## src/hdl/i4dq_pkg.sv

```systemverilog
// ----------------------------------------------------------------------------
// i4dq_pkg: shared constants and functions for the int4 dequantiser
// Holds the nibble mask and the binary16 widening and nibble scaling helpers.
// ----------------------------------------------------------------------------
`default_nettype none

package i4dq_pkg;

  localparam logic [3:0]  NibbleMask = 4'hF;
  localparam logic [31:0] DefaultNan = 32'h7FC0_0000;
  localparam logic [31:0] QuietBit   = 32'h0040_0000;

  // Leading one position of a nonzero 14-bit magnitude.
  function automatic logic [3:0] msb_pos(input logic [13:0] v);
    logic [3:0] p;
    p = 4'd0;
    for (int i = 0; i < 14; i++) begin
      if (v[i]) p = 4'(i);
    end
    return p;
  endfunction

  // Binary32 bits of (-1)^s * mag * 2^(ex), ex given as biased offset ebase = ex + 127.
  function automatic logic [31:0] make_normal(input logic s, input logic [13:0] mag,
                                              input logic [8:0] ebase);
    logic [3:0]  m;
    logic [36:0] sh;
    logic [8:0]  be;
    m  = msb_pos(mag);
    sh = {23'd0, mag} << (5'd23 - {1'b0, m});
    be = ebase + {5'd0, m};
    return {s, be[7:0], sh[22:0]};
  endfunction

  function automatic logic [31:0] widen_half(input logic [15:0] h);
    logic [4:0] e;
    logic [9:0] f;
    e = h[14:10];
    f = h[9:0];
    if (e == 5'h1F) return {h[15], 8'hFF, f, 13'd0};
    if (e == 5'd0) begin
      if (f == 10'd0) return {h[15], 31'd0};
      return make_normal(h[15], {4'd0, f}, 9'd103);
    end
    return make_normal(h[15], {3'd0, 1'b1, f}, 9'd102 + {4'd0, e});
  endfunction

endpackage

`default_nettype wire

```

## src/hdl/int4_fp16_scale_dequant_unit.sv

```systemverilog
// ----------------------------------------------------------------------------
// int4_fp16_scale_dequant_unit: int4 weight times fp16 scale to fp32
// Input channel: one beat per weight element (packed byte, nibble select,
// fp16 group scale, outlier flag and fp16 outlier value). Output channel:
// one beat per element with the IEEE binary32 bits of the weight.
// Both channels use valid/stall; a beat moves when valid is high and stall
// is low. The input is registered, the nibble is multiplied by the scale
// mantissa (4 x 11 bits) and normalised, and the result lands in the output
// register. Throughput is one beat per cycle; the only limit is the
// two-register pipeline, which keeps flowing while the output is taken.
// When the receiver stalls, the output register holds its beat and the
// input register holds too once full; in_stall_o then rises.
// Reset clears both valid flags; no beat is pending afterwards.
// ----------------------------------------------------------------------------
`default_nettype none

module int4_fp16_scale_dequant_unit (
  input  wire logic        clk_i,
  input  wire logic        rst_ni,
  input  wire logic        in_valid_i,
  output logic             in_stall_o,
  input  wire logic [7:0]  packed_byte_i,
  input  wire logic        odd_column_i,
  input  wire logic [15:0] scale_bits_i,
  input  wire logic        is_outlier_i,
  input  wire logic [15:0] outlier_bits_i,
  output logic             out_valid_o,
  input  wire logic        out_stall_i,
  output logic [31:0]      weight_bits_o
);

  logic        s1_valid_q;
  logic [3:0]  nib_q, nib_d;
  logic [15:0] scale_q;
  logic        outl_q;
  logic [15:0] oval_q;
  logic        adv2, adv1;
  logic [31:0] res_d, res_q;

  logic        qneg, sign;
  logic [3:0]  qmag;
  logic [4:0]  e;
  logic [9:0]  f;
  logic [10:0] m;
  logic [13:0] p;
  logic [8:0]  ebase;

  assign adv2       = !(out_valid_o && out_stall_i);
  assign adv1       = adv2 || !s1_valid_q;
  assign in_stall_o = !adv1;
  assign nib_d      = odd_column_i ? (packed_byte_i[7:4] & i4dq_pkg::NibbleMask)
                                   : (packed_byte_i[3:0] & i4dq_pkg::NibbleMask);

  always_comb begin
    qneg  = nib_q[3];
    qmag  = qneg ? (4'd0 - nib_q) : nib_q;
    sign  = scale_q[15] ^ qneg;
    e     = scale_q[14:10];
    f     = scale_q[9:0];
    m     = (e == 5'd0) ? {1'b0, f} : {1'b1, f};
    ebase = (e == 5'd0) ? 9'd103 : 9'd102 + {4'd0, e};
    p     = {10'd0, qmag} * {3'd0, m};
    if (outl_q) begin
      res_d = i4dq_pkg::widen_half(oval_q);
    end else if (e == 5'h1F) begin
      if (f != 10'd0)         res_d = i4dq_pkg::widen_half(scale_q) | i4dq_pkg::QuietBit;
      else if (nib_q == 4'd0) res_d = i4dq_pkg::DefaultNan;
      else                    res_d = {sign, 8'hFF, 23'd0};
    end else if (p == 14'd0) begin
      res_d = {sign, 31'd0};
    end else begin
      res_d = i4dq_pkg::make_normal(sign, p, ebase);
    end
  end

  always_ff @(posedge clk_i or negedge rst_ni) begin
    if (!rst_ni) begin
      s1_valid_q  <= 1'b0;
      out_valid_o <= 1'b0;
    end else begin
      if (adv1) s1_valid_q <= in_valid_i;
      if (adv2) out_valid_o <= s1_valid_q;
    end
  end

  always_ff @(posedge clk_i) begin
    if (adv1 && in_valid_i) begin
      nib_q   <= nib_d;
      scale_q <= scale_bits_i;
      outl_q  <= is_outlier_i;
      oval_q  <= outlier_bits_i;
    end
    if (adv2 && s1_valid_q) res_q <= res_d;
  end

  assign weight_bits_o = res_q;

endmodule

`default_nettype wire
```

## config.mk

```make
export PLATFORM = sky130hd
export DESIGN_NAME = int4_fp16_scale_dequant_unit
export DESIGN_NICKNAME = d
export VERILOG_FILES = /design/src/hdl/i4dq_pkg.sv /design/src/hdl/int4_fp16_scale_dequant_unit.sv
export SDC_FILE = /design/constraint.sdc
export NUM_CORES = 1
export LEC_CHECK = 0
export BUFFER_PORTS_ARGS = -buffer_cell sky130_fd_sc_hd__buf_2
export CORE_UTILIZATION = 46
export DETAILED_ROUTE_END_ITERATION = 7
export HOLD_SLACK_MARGIN = 0.12
export PLACE_DENSITY = 0.74
export SYNTH_ARGS = -nofsm -noshare
export SYNTH_HDL_FRONTEND = slang
export SYNTH_SLANG_ARGS = --single-unit
```

## constraint.sdc

```tcl
create_clock -name clk_i -period 7.75 [get_ports clk_i]
set_input_delay 1.55 -clock clk_i [delete_from_list [all_inputs] [get_ports clk_i]]
set_output_delay 1.55 -clock clk_i [all_outputs]
set_load 0.1 [all_outputs]
```

After elaboration in Yosys (flattened, before gate mapping)
Index checks and enable logic that the tools add are counted.
{"block": "totals", "wordCells": 138, "out_inout_bits": 34, "input_bits": 46, "ff_bits": 71}
{"block": "classes", "mul": 1, "n_reduce_logical": 14, "eq_ne": 2, "addsub": 13, "shifts": 5, "n_bitwise": 1, "mux": 95}
{"cell": "2-to-1 mux 32 bit", "n": 10}
{"cell": "2-to-1 mux 4 bit", "n": 51}
{"cell": "2-to-1 mux 31 bit", "n": 6}
{"cell": "<< shifter 10 x 5 -> 23 bit", "n": 2}
{"cell": "<< shifter 11 x 5 -> 23 bit", "n": 2}
{"cell": "2-to-1 mux 1 bit", "n": 26}
{"cell": "subtractor 5 x 4 -> 5 bit (first input constant)", "n": 5}
{"cell": "adder 8 x 4 -> 8 bit", "n": 3}
{"cell": "<< shifter 14 x 5 -> 23 bit", "n": 1}
{"cell": "zero test 10 bit", "n": 2}
{"cell": "adder 7 x 4 -> 8 bit (first input constant)", "n": 2}
{"cell": "adder 7 x 5 -> 8 bit (first input constant)", "n": 2}
{"cell": "zero test 14 bit", "n": 1}
{"cell": "multiplier 4 x 11 -> 14 bit", "n": 1}
{"cell": "2-to-1 mux 11 bit", "n": 1}
{"cell": "equality test 5 bit (second input constant)", "n": 2}
{"cell": "zero test 5 bit", "n": 2}
{"cell": "nonzero test 10 bit", "n": 1}
{"cell": "2-to-1 mux 8 bit", "n": 1}
{"cell": "zero test 4 bit", "n": 1}
{"cell": "subtractor 1 x 4 -> 4 bit (first input constant)", "n": 1}
{"cell": "logical AND 1 bit", "n": 3}
{"cell": "zero test 1 bit", "n": 3}
{"cell": "logical OR 1 bit", "n": 1}
{"cell": "XOR 1 bit", "n": 1}

Longest topological paths before layout
Gate-level depths: netlist of run 1.
{"block": "depth", "word_depth": 24, "mapped_depth": 30}

Worst setup path after synthesis of run 1
No wires, ideal clock.
{"block": "synth_timing", "path_kind": "register to register", "startpoint": "reg nib_q[0]", "endpoint": "reg res_q[28], in the netlist weight_bits_o[28], data pin", "setup_ns": 0.269, "n_path_buf": 3, "period_less_slack_ns": 6.174, "required_time_ns": 7.481, "slack_ns": 1.576, "arrival_time_ns": 5.905, "stages_incl_launch_ff": 28, "path_cell_list": "edfxtp_1 -> clkbuf_1 -> inv_1 -> ha_1 -> nor2b_1 -> xnor2_1 -> clkbuf_1 -> nand2b_1 -> fa_1 -> fa_1 -> inv_1 -> fa_1 -> a211oi_4 -> nor2_1 -> or2_2 -> o311ai_0 -> a22oi_2 -> nor3_4 -> buf_2 -> ha_1 -> a21o_1 -> a21oi_1 -> inv_1 -> a21oi_1 -> or3_1 -> nand2_1 -> a21oi_1 -> o21ai_0"}
{"block": "synth_via", "elab_chain_len": 23, "elab_cells_between_ends": 24, "classes_between": "add/sub (2); mul (1); mux (20); reduce/logical (1)"}
{"item": "start: declaration", "line": "int4_fp16_scale_dequant_unit.sv:33", "text": "logic [3:0] nib_q, nib_d;"}
{"item": "start signal: assignment", "line": "int4_fp16_scale_dequant_unit.sv:88", "text": "nib_q <= nib_d;"}
{"item": "subtractor 1 x 4 -> 4 bit", "line": "int4_fp16_scale_dequant_unit.sv:56", "text": "qmag = qneg ? (4'd0 - nib_q) : nib_q;"}
{"item": "2-to-1 mux 4 bit *", "line": "int4_fp16_scale_dequant_unit.sv:56"}
{"item": "multiplier 4 x 11 -> 14 bit *", "line": "int4_fp16_scale_dequant_unit.sv:62", "text": "p = {10'd0, qmag} * {3'd0, m};"}
{"item": "2-to-1 mux 1 bit", "line": "i4dq_pkg.sv:18", "text": "if (v[i]) p = 4'(i);"}
{"item": "2-to-1 mux 4 bit (12 in series)", "line": "i4dq_pkg.sv:18"}
{"item": "2-to-1 mux 4 bit", "line": "int4_fp16_scale_dequant_unit.sv:69", "text": "end else if (p == 14'd0) begin"}
{"item": "2-to-1 mux 4 bit", "line": "int4_fp16_scale_dequant_unit.sv:65", "text": "end else if (e == 5'h1F) begin"}
{"item": "2-to-1 mux 4 bit", "line": "int4_fp16_scale_dequant_unit.sv:63", "text": "if (outl_q) begin"}
{"item": "adder 8 x 4 -> 8 bit", "line": "i4dq_pkg.sv:31", "text": "be = ebase + {5'd0, m};"}
{"item": "2-to-1 mux 31 bit *", "line": "int4_fp16_scale_dequant_unit.sv:69"}
{"item": "2-to-1 mux 32 bit *", "line": "int4_fp16_scale_dequant_unit.sv:65"}
{"item": "2-to-1 mux 32 bit *", "line": "int4_fp16_scale_dequant_unit.sv:63"}
{"item": "net res_d[28]", "line": "int4_fp16_scale_dequant_unit.sv:38", "text": "logic [31:0] res_d, res_q;"}
{"item": "end signal: assignment", "line": "int4_fp16_scale_dequant_unit.sv:93", "text": "if (adv2 && s1_valid_q) res_q <= res_d;"}
{"item": "end: declaration", "line": "int4_fp16_scale_dequant_unit.sv:38"}
The timed path passes the listed nets; every way through them passes the cells marked *. The select of a mux whose other input is x is not followed.
A chain may end at the register's enable or synchronous reset.

Final worst setup path of run 1
Ends and elaborated chain as after synthesis.

==> flow_summary.ini, run 1 <==
[worst_setup_path]
cp_data_required_time_ns = 7.83
timing.rr.start = nib_q[0]
cp_max_fo = 18
r2r_slack_ns = 1.03
reg2reg_depth = 25
worst_setup_path_start_kind = flip-flop
r2r-end = weight_bits_o[28]
crit_type = flip-flop to flip-flop
arrival_ns = 6.80
cp-end-kind = flip-flop
cp-startpoint = nib_q[0]

[sta]
period_needed_ns = 6.721
clock_skew_ns = 0.008316
fin_ws_ns = 1.029
drv_slew = 0
setup_viol_count_final = 0
finalCritPeriodShare_pct = 86.72
clock.fmax_ghz = 0.1488
tightest_slew_ns = 1.038
rsz0062_at_grt = false
slew_headroom_pct = 30.64
finalSetupTns_ns = 0
report.final.hold_viol_count = 0

[grt]
grt_antenna_before_repair = 0
grt_usage_pct = 24.67
grt_start_max_net_pins = 38
grt_pass1_wl_um = 24690
grt_pass1_vias = 4914
overflow = 0

[cts]
cts_resized = 0
cts_tree = built
clk_pin_slew_worst_paths_ns = 0.06
post-cts-setup-buffers = 0
clk_path_buf_depth = 2
cts.sinks = 71
cts_buffers = 9
cts_hold_buf = 0
clk_latency_ns = 0.34
cts_root_buf = clkbuf_16
htree_num_levels = 3

[pwr]
leakagePower_nw = 2.796
clkPwrFrac_pct = 18.9
combPwrFrac_pct = 58.1
switchingPower_mw = 1.091
pwr-share-seq_pct = 23.0
power_mw = 2.243
power_density_nw_per_um2 = 331.4
vdd_drop_max_mv = 0.2449
switching_share_pct = 48.65
p_int_mw = 1.152

[finish]
seqCellArea_um2 = 2122
fill_cells = 1111
syn_to_final_growth_pct = 15.80
utilization_pct = 55.42
multi_input_area_um2 = 3486
drive_gt1_share_pct = 20.69
antenna_cells = 0
nNetsFinal = 780

[die]
dieArea_um2 = 13160
core_um2 = 12210
die_y_um = 114.7
die_x_um = 114.7
io_pins = 80
num_rows = 40
start_util_pct = 47.86

[status]
status = complete, no violations

[detailed_routing]
drt-pass1-iter-count = 7
wl_per_cell_um = 17.83
vias = 5045
drc = 0
drt_wl_total_um = 15410
drtIter0Drc = 420
final_antenna_net_count = 0
routed_via_density = 5.839

[synthesis]
seq_area_frac_synth_pct = 36.31
ys.flop_type = edfxtp_1
synthCells = 607
netlist_area_um2 = 5844
yosysWarnings = 0
synth_edf_count = 69
syn-mean-instance-area_um2 = 9.628
synth_seq_cells = 71
async_flop_share_pct = 2.817
synth.distinct_cells = 91

[worst_hold_path]
min_to = out_valid_o
min_path_type = flip-flop to flip-flop
hp-start = s1_valid_q
min_path_cells = 1

[placement]
io_buffer_count = 79
place_congestion = 1.032
dpl_worst_slack_ns = 1.099
dp_hpwl_um = 11720

[flow_run]
max_cap_viol_count = 0
==> how the worst max path moves through the flow <==
stage / slack, ns / end
CTS: 1.08 / weight_bits_o[28]
finish: 1.03 / weight_bits_o[28]
detailed placement: 1.10 / weight_bits_o[28]
global placement: 1.32 / weight_bits_o[28]
global route: 0.38 / weight_bits_o[28]
floorplan: 1.58 / weight_bits_o[28]
==> logic make-up after synthesis <==
kind of cell / Yosys count / synth area share [%]
flops: 71 / 36.31
mux: 18 / 3.254
compound gates: 163 / 20.60
xor+xnor: 17 / 3.126
fa+ha+maj: 43 / 11.65
simple gates: 225 / 20.19
other cells: 1 / 0.06416
buf+inv: 69 / 4.817
==> routing by layer <==
metal	GRT usage (%)	part of all wire, %	up-vias
met5	0	0	-
met4	12.81	4.1	0
met3	5.188	6.9	52
met2	37.01	44	241
met1	33.71	45	2356
li1	-	-	2396
==> worst max-delay path: stages (launching register included) <==
cell	delay, ns
edfxtp_1	0.61
inv_1	0.10
ha_1	0.23
nor2b_1	0.14
xnor2_1	0.13
buf_4	0.19
nand2b_1	0.15
fa_1	0.45
fa_1	0.54
inv_1	0.07
fa_1	0.51
a211oi_4	0.35
o211ai_2	0.19
and4b_1	0.24
o211ai_1	0.26
a22oi_2	0.22
nor3_4	0.65
ha_1	0.35
a21o_1	0.15
a21oi_1	0.22
inv_1	0.07
a21oi_1	0.22
or3_1	0.14
nand2_1	0.05
a21oi_1	0.14
o21ai_0	0.08
==> flip-flops by register name, indices dropped and copies added (netlist names) <==
signal / cells
outl_q: 1
out_valid_o: 1
scale_q: 16
oval_q: 16
s1_valid_q: 1
weight_bits_o: 32
nib_q: 4
==> Yosys cell counts, drive strengths merged, types with 3 or more instances <==
cell type,number,area [µm²]
a2111oi,3,26.28
a211o,6,53.80
a211oi,5,55.05
a21boi,3,22.52
a21o,9,67.56
a21oi,33,165.2
a22oi,6,50.05
a31oi,6,52.55
and2,18,115.1
buf,8,45.04
clkbuf,17,63.81
edfxtp,69,2072
fa,19,380.4
ha,24,300.3
inv,44,172.7
mux2,5,60.05
mux2i,13,130.1
nand2,64,240.2
nand2b,10,62.56
nand3,17,85.08
nand4,3,25.02
nor2,38,152.6
nor2b,25,156.4
nor3,19,111.4
nor3b,8,60.06
nor4,3,18.77
o211ai,17,142.6
o21ai,33,168.9
o221ai,6,70.07
o22ai,3,18.77
o311ai,5,51.31
o31ai,6,50.05
or2,6,37.54
or3,4,25.02
xnor2,9,93.84
xor2,8,88.84
==> cell type report <==
class,count,area share [%]
well taps,168,3.106
clock buffers,9,3.328
inverters,44,2.551
flip-flops and latches,71,31.36
clock inverters,7,1.202
repair buffers,89,6.951
multi-input cells,476,51.51
==> power groups by stage <==
stage                     logic, mW  registers [mW]  clock network (mW)
final                          1.30           0.516               0.424
after global routing           1.40           0.520               0.447
after floorplan               0.797           0.735                   0
after CTS                      1.28           0.516               0.432
after global placement         1.29           0.522                   0
after detailed placement       1.28           0.523                   0
==> through the flow <==
step	hold slack [ns]	instances	instance area, µm²
floorplan	0.4434	616	5878
global route	0.5583	864	6768
global placement	0.4618	848	6461
detailed placement	0.4873	848	6461
finish	0.5204	864	6768
CTS	0.5206	864	6768
==> layout by cell type, fill, tap and decap left out, types with 4 or more instances in the layout <==
master	Yosys	final
conb_1	1	10
o211ai_1	14	14
nor3_1	17	17
inv_1	41	41
o21ai_1	7	7
nand2_1	64	64
mux2i_1	13	13
edfxtp_1	69	69
nand3_1	17	17
a21oi_1	33	33
mux2_2	4	4
a22oi_1	5	5
buf_4	0	10
or2_2	5	5
xnor2_1	7	7
fa_1	19	19
xor2_1	7	7
nor2_1	36	36
or3_1	4	4
o221ai_1	5	5
ha_1	24	24
o21ai_0	25	25
nor3b_1	8	8
a31oi_1	5	5
nand2b_1	10	10
nor2b_1	25	25
o31ai_1	5	5
a211o_1	5	5
and2_1	17	17
a21o_1	9	9
buf_2	6	79
clkbuf_16	0	9
Note: power is estimated with default switching activity, not from simulation.
==> run 2, diff against run 1 <==
- RECOVER_POWER: unset -> 50
==> flow_summary.ini, run 2 (synthesized netlist as in run 1, its figures left out) <==
[worst_setup_path]
cp_data_required_time_ns = 7.83
cp_max_fo = 18
cp-end-kind = flip-flop
crit_type = flip-flop to flip-flop
arrival_ns = 6.78
worst_setup_path_start_kind = flip-flop

[sta]
fin_worst_hold_slack_ns = 0.5144
period_needed_ns = 6.699
setup_viol_count_final = 0
clock.fmax_ghz = 0.1493
drv_slew = 71
clock_skew_ns = 0.008315
finalSetupTns_ns = 0
report.final.hold_viol_count = 0
finalCritPeriodShare_pct = 86.44
rsz0062_at_grt = false
slew_headroom_pct = -198.6
tightest_slew_ns = 4.440
fin_ws_ns = 1.051

[pwr]
power_density_nw_per_um2 = 332.2
vdd_drop_max_mv = 0.2431
power_mw = 2.242
leakagePower_nw = 2.776

[finish]
final_area_um2 = 6749
drive_gt1_share_pct = 19.97
layout_common_cells = 76 x buf_2, 69 x edfxtp_1, 64 x nand2_1
utilization_pct = 55.27
stdcell_count = 864
seqCellArea_um2 = 2122
multi_input_area_um2 = 3475
nNetsFinal = 780
largest_register_ffs = 32
fill_cells = 1115
syn_to_final_growth_pct = 15.48
antenna_cells = 0
layout_commonest_cell = buf_2

[placement]
place_congestion = 1.032
dpl_worst_slack_ns = 1.099
dpl.cell_count = 848
io_buffer_count = 79
place_area_um2 = 6461
dp_hpwl_um = 11720

[detailed_routing]
final_antenna_net_count = 0
routed_via_density = 5.836
wl_met3_um = 1061
top_layer_used = met4
wl_per_cell_um = 17.80
drtIter0Drc = 427
drc = 0
met2RoutedLength_um = 6786
vias = 5042
drt_wl_total_um = 15380
met1_length_um = 6915
drt-pass1-iter-count = 6

[cts]
cts_hold_buf = 0
clk_latency_ns = 0.34
clk_path_buf_depth = 2
cts_tree = built
post-cts-setup-buffers = 0
cts.sinks = 71
cts_buffers = 9
cts_root_buf = clkbuf_16
htree_num_levels = 3
cts_resized = 0
clk_pin_slew_worst_paths_ns = 0.06

[die]
dieArea_um2 = 13160
core_um2 = 12210
num_rows = 40
die_y_um = 114.7
die_x_um = 114.7
io_pins = 80
start_util_pct = 47.86

[grt]
grt_pass1_vias = 4914
grt_pass1_wl_um = 24690
grt_start_max_net_pins = 38
grt_usage_pct = 24.67
grt_antenna_before_repair = 0
overflow = 0

[worst_hold_path]
min_path_type = flip-flop to flip-flop

[status]
violations = max-capacitance violations, max-slew violations
status = finished with violations

[flow_run]
max_cap_viol_count = 2
run 2: changes by cell type in the layout (fill, tap and decap cells not counted), sizes merged:
cell,change
clkbuf,+4
buf,-4
run 2: final cells by class:
| cell class | instances | share of cell area, % |
|---|---|---|
| Inverter | 44 | 2.558 |
| Timing Repair Buffer | 89 | 6.859 |
| Clock buffer | 9 | 3.337 |
| Tap cell | 168 | 3.115 |
| Clock inverter | 7 | 1.205 |
| Sequential cell | 71 | 31.44 |
| Multi-Input combinational cell | 476 | 51.48 |
run 2: worst max-delay path: stages, from the launching register on:
cell and delay [ns]:
edfxtp_1 0.61, inv_1 0.10, ha_1 0.23, nor2b_1 0.14
xnor2_1 0.13, buf_4 0.19, nand2b_1 0.15, fa_1 0.45
fa_1 0.54, inv_1 0.07, fa_1 0.51, a211oi_4 0.35
o211ai_2 0.19, and4b_1 0.24, o211ai_1 0.26, a22oi_2 0.22
nor3_4 0.66, ha_1 0.35, a21o_1 0.15, a21oi_1 0.22
inv_1 0.07, a21oi_1 0.20, or3_1 0.14, nand2_1 0.05
a21oi_1 0.13, o21ai_0 0.08
run 2: power by group:
part	switching, mW	internal, mW	total (mW)
Clock	0.170	0.253	0.423
Combinational	0.891	0.410	1.30
Sequential	0.0281	0.490	0.518
run 2: layer usage:
metal / track usage, % / vias to the layer above
met5: 0 / -
met4: 12.81 / 0
met3: 5.188 / 48
met2: 37.01 / 235
met1: 33.71 / 2359
li1: - / 2400
run 2: worst paths after layout:
path | from | end | slack, ns | depth (start not counted)
max | nib_q[0] | weight_bits_o[28] | 1.05 | 25
min reg2reg | s1_valid_q | out_valid_o | 0.51 | 1
min in group asynchronous | rst_ni | out_valid_o | 0.99 | 1
max reg2reg | nib_q[0] | weight_bits_o[28] | 1.05 | 25
min | s1_valid_q | out_valid_o | 0.51 | 1
max in group asynchronous | rst_ni | s1_valid_q | 6.62 | 1
==> run 3, diff against run 2 <==
- REMOVE_ABC_BUFFERS: unset -> 1
==> flow_summary.ini, run 3 (synthesized netlist as in run 1, its figures left out) <==
[pwr]
leakagePower_nw = 2.778
power_mw = 2.270
power_density_nw_per_um2 = 335.6
vdd_drop_max_mv = 0.2245

[sta]
rsz0062_at_grt = false
fin_ws_ns = 1.245
finalCritPeriodShare_pct = 83.94
tightest_slew_ns = 4.487
drv_slew = 71
report.final.hold_viol_count = 0
slew_headroom_pct = -201.8
clock_skew_ns = 0.01026
setup_viol_count_final = 0
finalSetupTns_ns = 0
clock.fmax_ghz = 0.1537
period_needed_ns = 6.505

[finish]
antenna_cells = 0
stdcell_count = 864
utilization_pct = 55.40
layout_common_cells = 69 x buf_2, 69 x edfxtp_1, 64 x nand2_1
multi_input_area_um2 = 3475
nNetsFinal = 780
fill_cells = 1113
seqCellArea_um2 = 2122
syn_to_final_growth_pct = 15.76
drive_gt1_share_pct = 19.11
largest_register_ffs = 32

[cts]
clk_pin_slew_worst_paths_ns = 0.06
cts_buffers = 9
cts.sinks = 71
cts_tree = built
htree_num_levels = 3
clk_latency_ns = 0.34
cts_root_buf = clkbuf_16
clk_path_buf_depth = 2
cts_hold_buf = 0
post-cts-setup-buffers = 0
cts_resized = 0

[worst_setup_path]
crit_path_max_incr_delay_ns = 0.63
cpMaxStageDelayCell = edfxtp_1
cp-end-kind = flip-flop
cp_max_fo = 14
timing.critical_path.max_delay_family = adder cells
crit_type = flip-flop to flip-flop
r2r-end = weight_bits_o[28]
path_buf_inv = 6
reg2reg_depth = 26
timing.rr.start = nib_q[0]
cp_data_required_time_ns = 7.83
worst_setup_path_start_kind = flip-flop
r2r_slack_ns = 1.24
arrival_ns = 6.59

[worst_hold_path]
min_to = out_valid_o
min_path_cells = 1
min_path_type = flip-flop to flip-flop
hp-start = s1_valid_q

[flow_run]
max_cap_viol_count = 2

[die]
num_rows = 40
io_pins = 80
core_um2 = 12210
die_x_um = 114.7
die_y_um = 114.7
start_util_pct = 47.86
dieArea_um2 = 13160

[detailed_routing]
vias = 5026
drc = 0
drt_wl_total_um = 14940
drt-pass1-iter-count = 7
drtIter0Drc = 475
routed_via_density = 5.817
wl_per_cell_um = 17.29
final_antenna_net_count = 0

[status]
status = finished with violations
violations = max-capacitance violations, max-slew violations

[grt]
grt_pass1_vias = 4701
overflow = 0
grt_antenna_before_repair = 0
grt_start_max_net_pins = 38
grt_pass1_wl_um = 23870
grt_usage_pct = 23.63

[placement]
io_buffer_count = 79
dpl_worst_slack_ns = 1.268
dp_hpwl_um = 11490
dpl.cell_count = 848
place_congestion = 0.9548
==> run 3: cell types whose count changed in the layout (fill, tap and decap cells not counted), sizes merged <==
| cell | previous run | this run |
|---|---|---|
| buf | 85 | 79 |
| clkbuf | 13 | 19 |
| clkinvlp | 3 | 1 |
| bufinv | 1 | 2 |
| clkinv | 1 | 2 |
==> run 3: how the worst max path moves through the flow <==
| stage | start | to | slack [ns] | depth (start not counted) |
|---|---|---|---|---|
| 2_1_floorplan | nib_q[0] | weight_bits_o[27] | 1.50 | 20 |
| 3_5_place_dp | nib_q[0] | weight_bits_o[28] | 1.27 | 26 |
| 3_3_place_gp | nib_q[0] | weight_bits_o[27] | 1.44 | 24 |
| 5_1_grt | nib_q[0] | weight_bits_o[28] | 0.70 | 26 |
| 4_1_cts | nib_q[0] | weight_bits_o[27] | 1.25 | 24 |
| 6_report | nib_q[0] | weight_bits_o[28] | 1.24 | 26 |
==> run 3: per-layer routing <==
metal	share of wire, %	vias up	track usage, %	wire, µm
met5	0	-	0	0
met4	2.3	0	9.437	345
met3	7.6	24	5.717	1142
met2	44	235	34.38	6580
met1	46	2370	33.81	6872
li1	-	2397	-	-
==> run 3: through the flow <==
step | instance area (µm²) | hold WS (ns)
after floorplan | 5769 | 0.4434
after global placement | 6462 | 0.4607
after detailed placement | 6462 | 0.4782
after CTS | 6790 | 0.4901
after global routing | 6765 | 0.5152
final | 6765 | 0.4801
==> run 3: worst reg2reg max path, stage by stage, from the launching register on <==
cell and delay, ns:
edfxtp_1 0.63, inv_1 0.10, ha_1 0.22, nor2b_1 0.14, xnor2_1 0.13, buf_4 0.19
nand2b_1 0.15, fa_1 0.45, fa_1 0.55, inv_1 0.07, fa_1 0.51, a211oi_4 0.34
o211ai_2 0.19, a41oi_2 0.28, xnor2_1 0.24, buf_4 0.25, nor2_2 0.18, and2_1 0.33
inv_2 0.14, ha_1 0.35, a21oi_1 0.21, inv_1 0.07, a21oi_1 0.16, or3_1 0.12
nand2_1 0.05, a21oi_1 0.14, o21ai_0 0.08
==> run 3: final cells by class <==
| type | count | share of cell area, % |
|---|---|---|
| Inverter | 44 | 2.552 |
| Clock buffer | 9 | 3.329 |
| Sequential cell | 71 | 31.37 |
| Clock inverter | 7 | 1.517 |
| Timing Repair Buffer | 89 | 6.769 |
| Multi-Input combinational cell | 476 | 51.36 |
| Tap cell | 168 | 3.107 |
==> run 3: power breakdown <==
group          internal (mW)  total [mW]  switching, mW
registers              0.490       0.518         0.0277
clock network          0.285       0.449          0.164
logic                  0.412        1.30          0.892
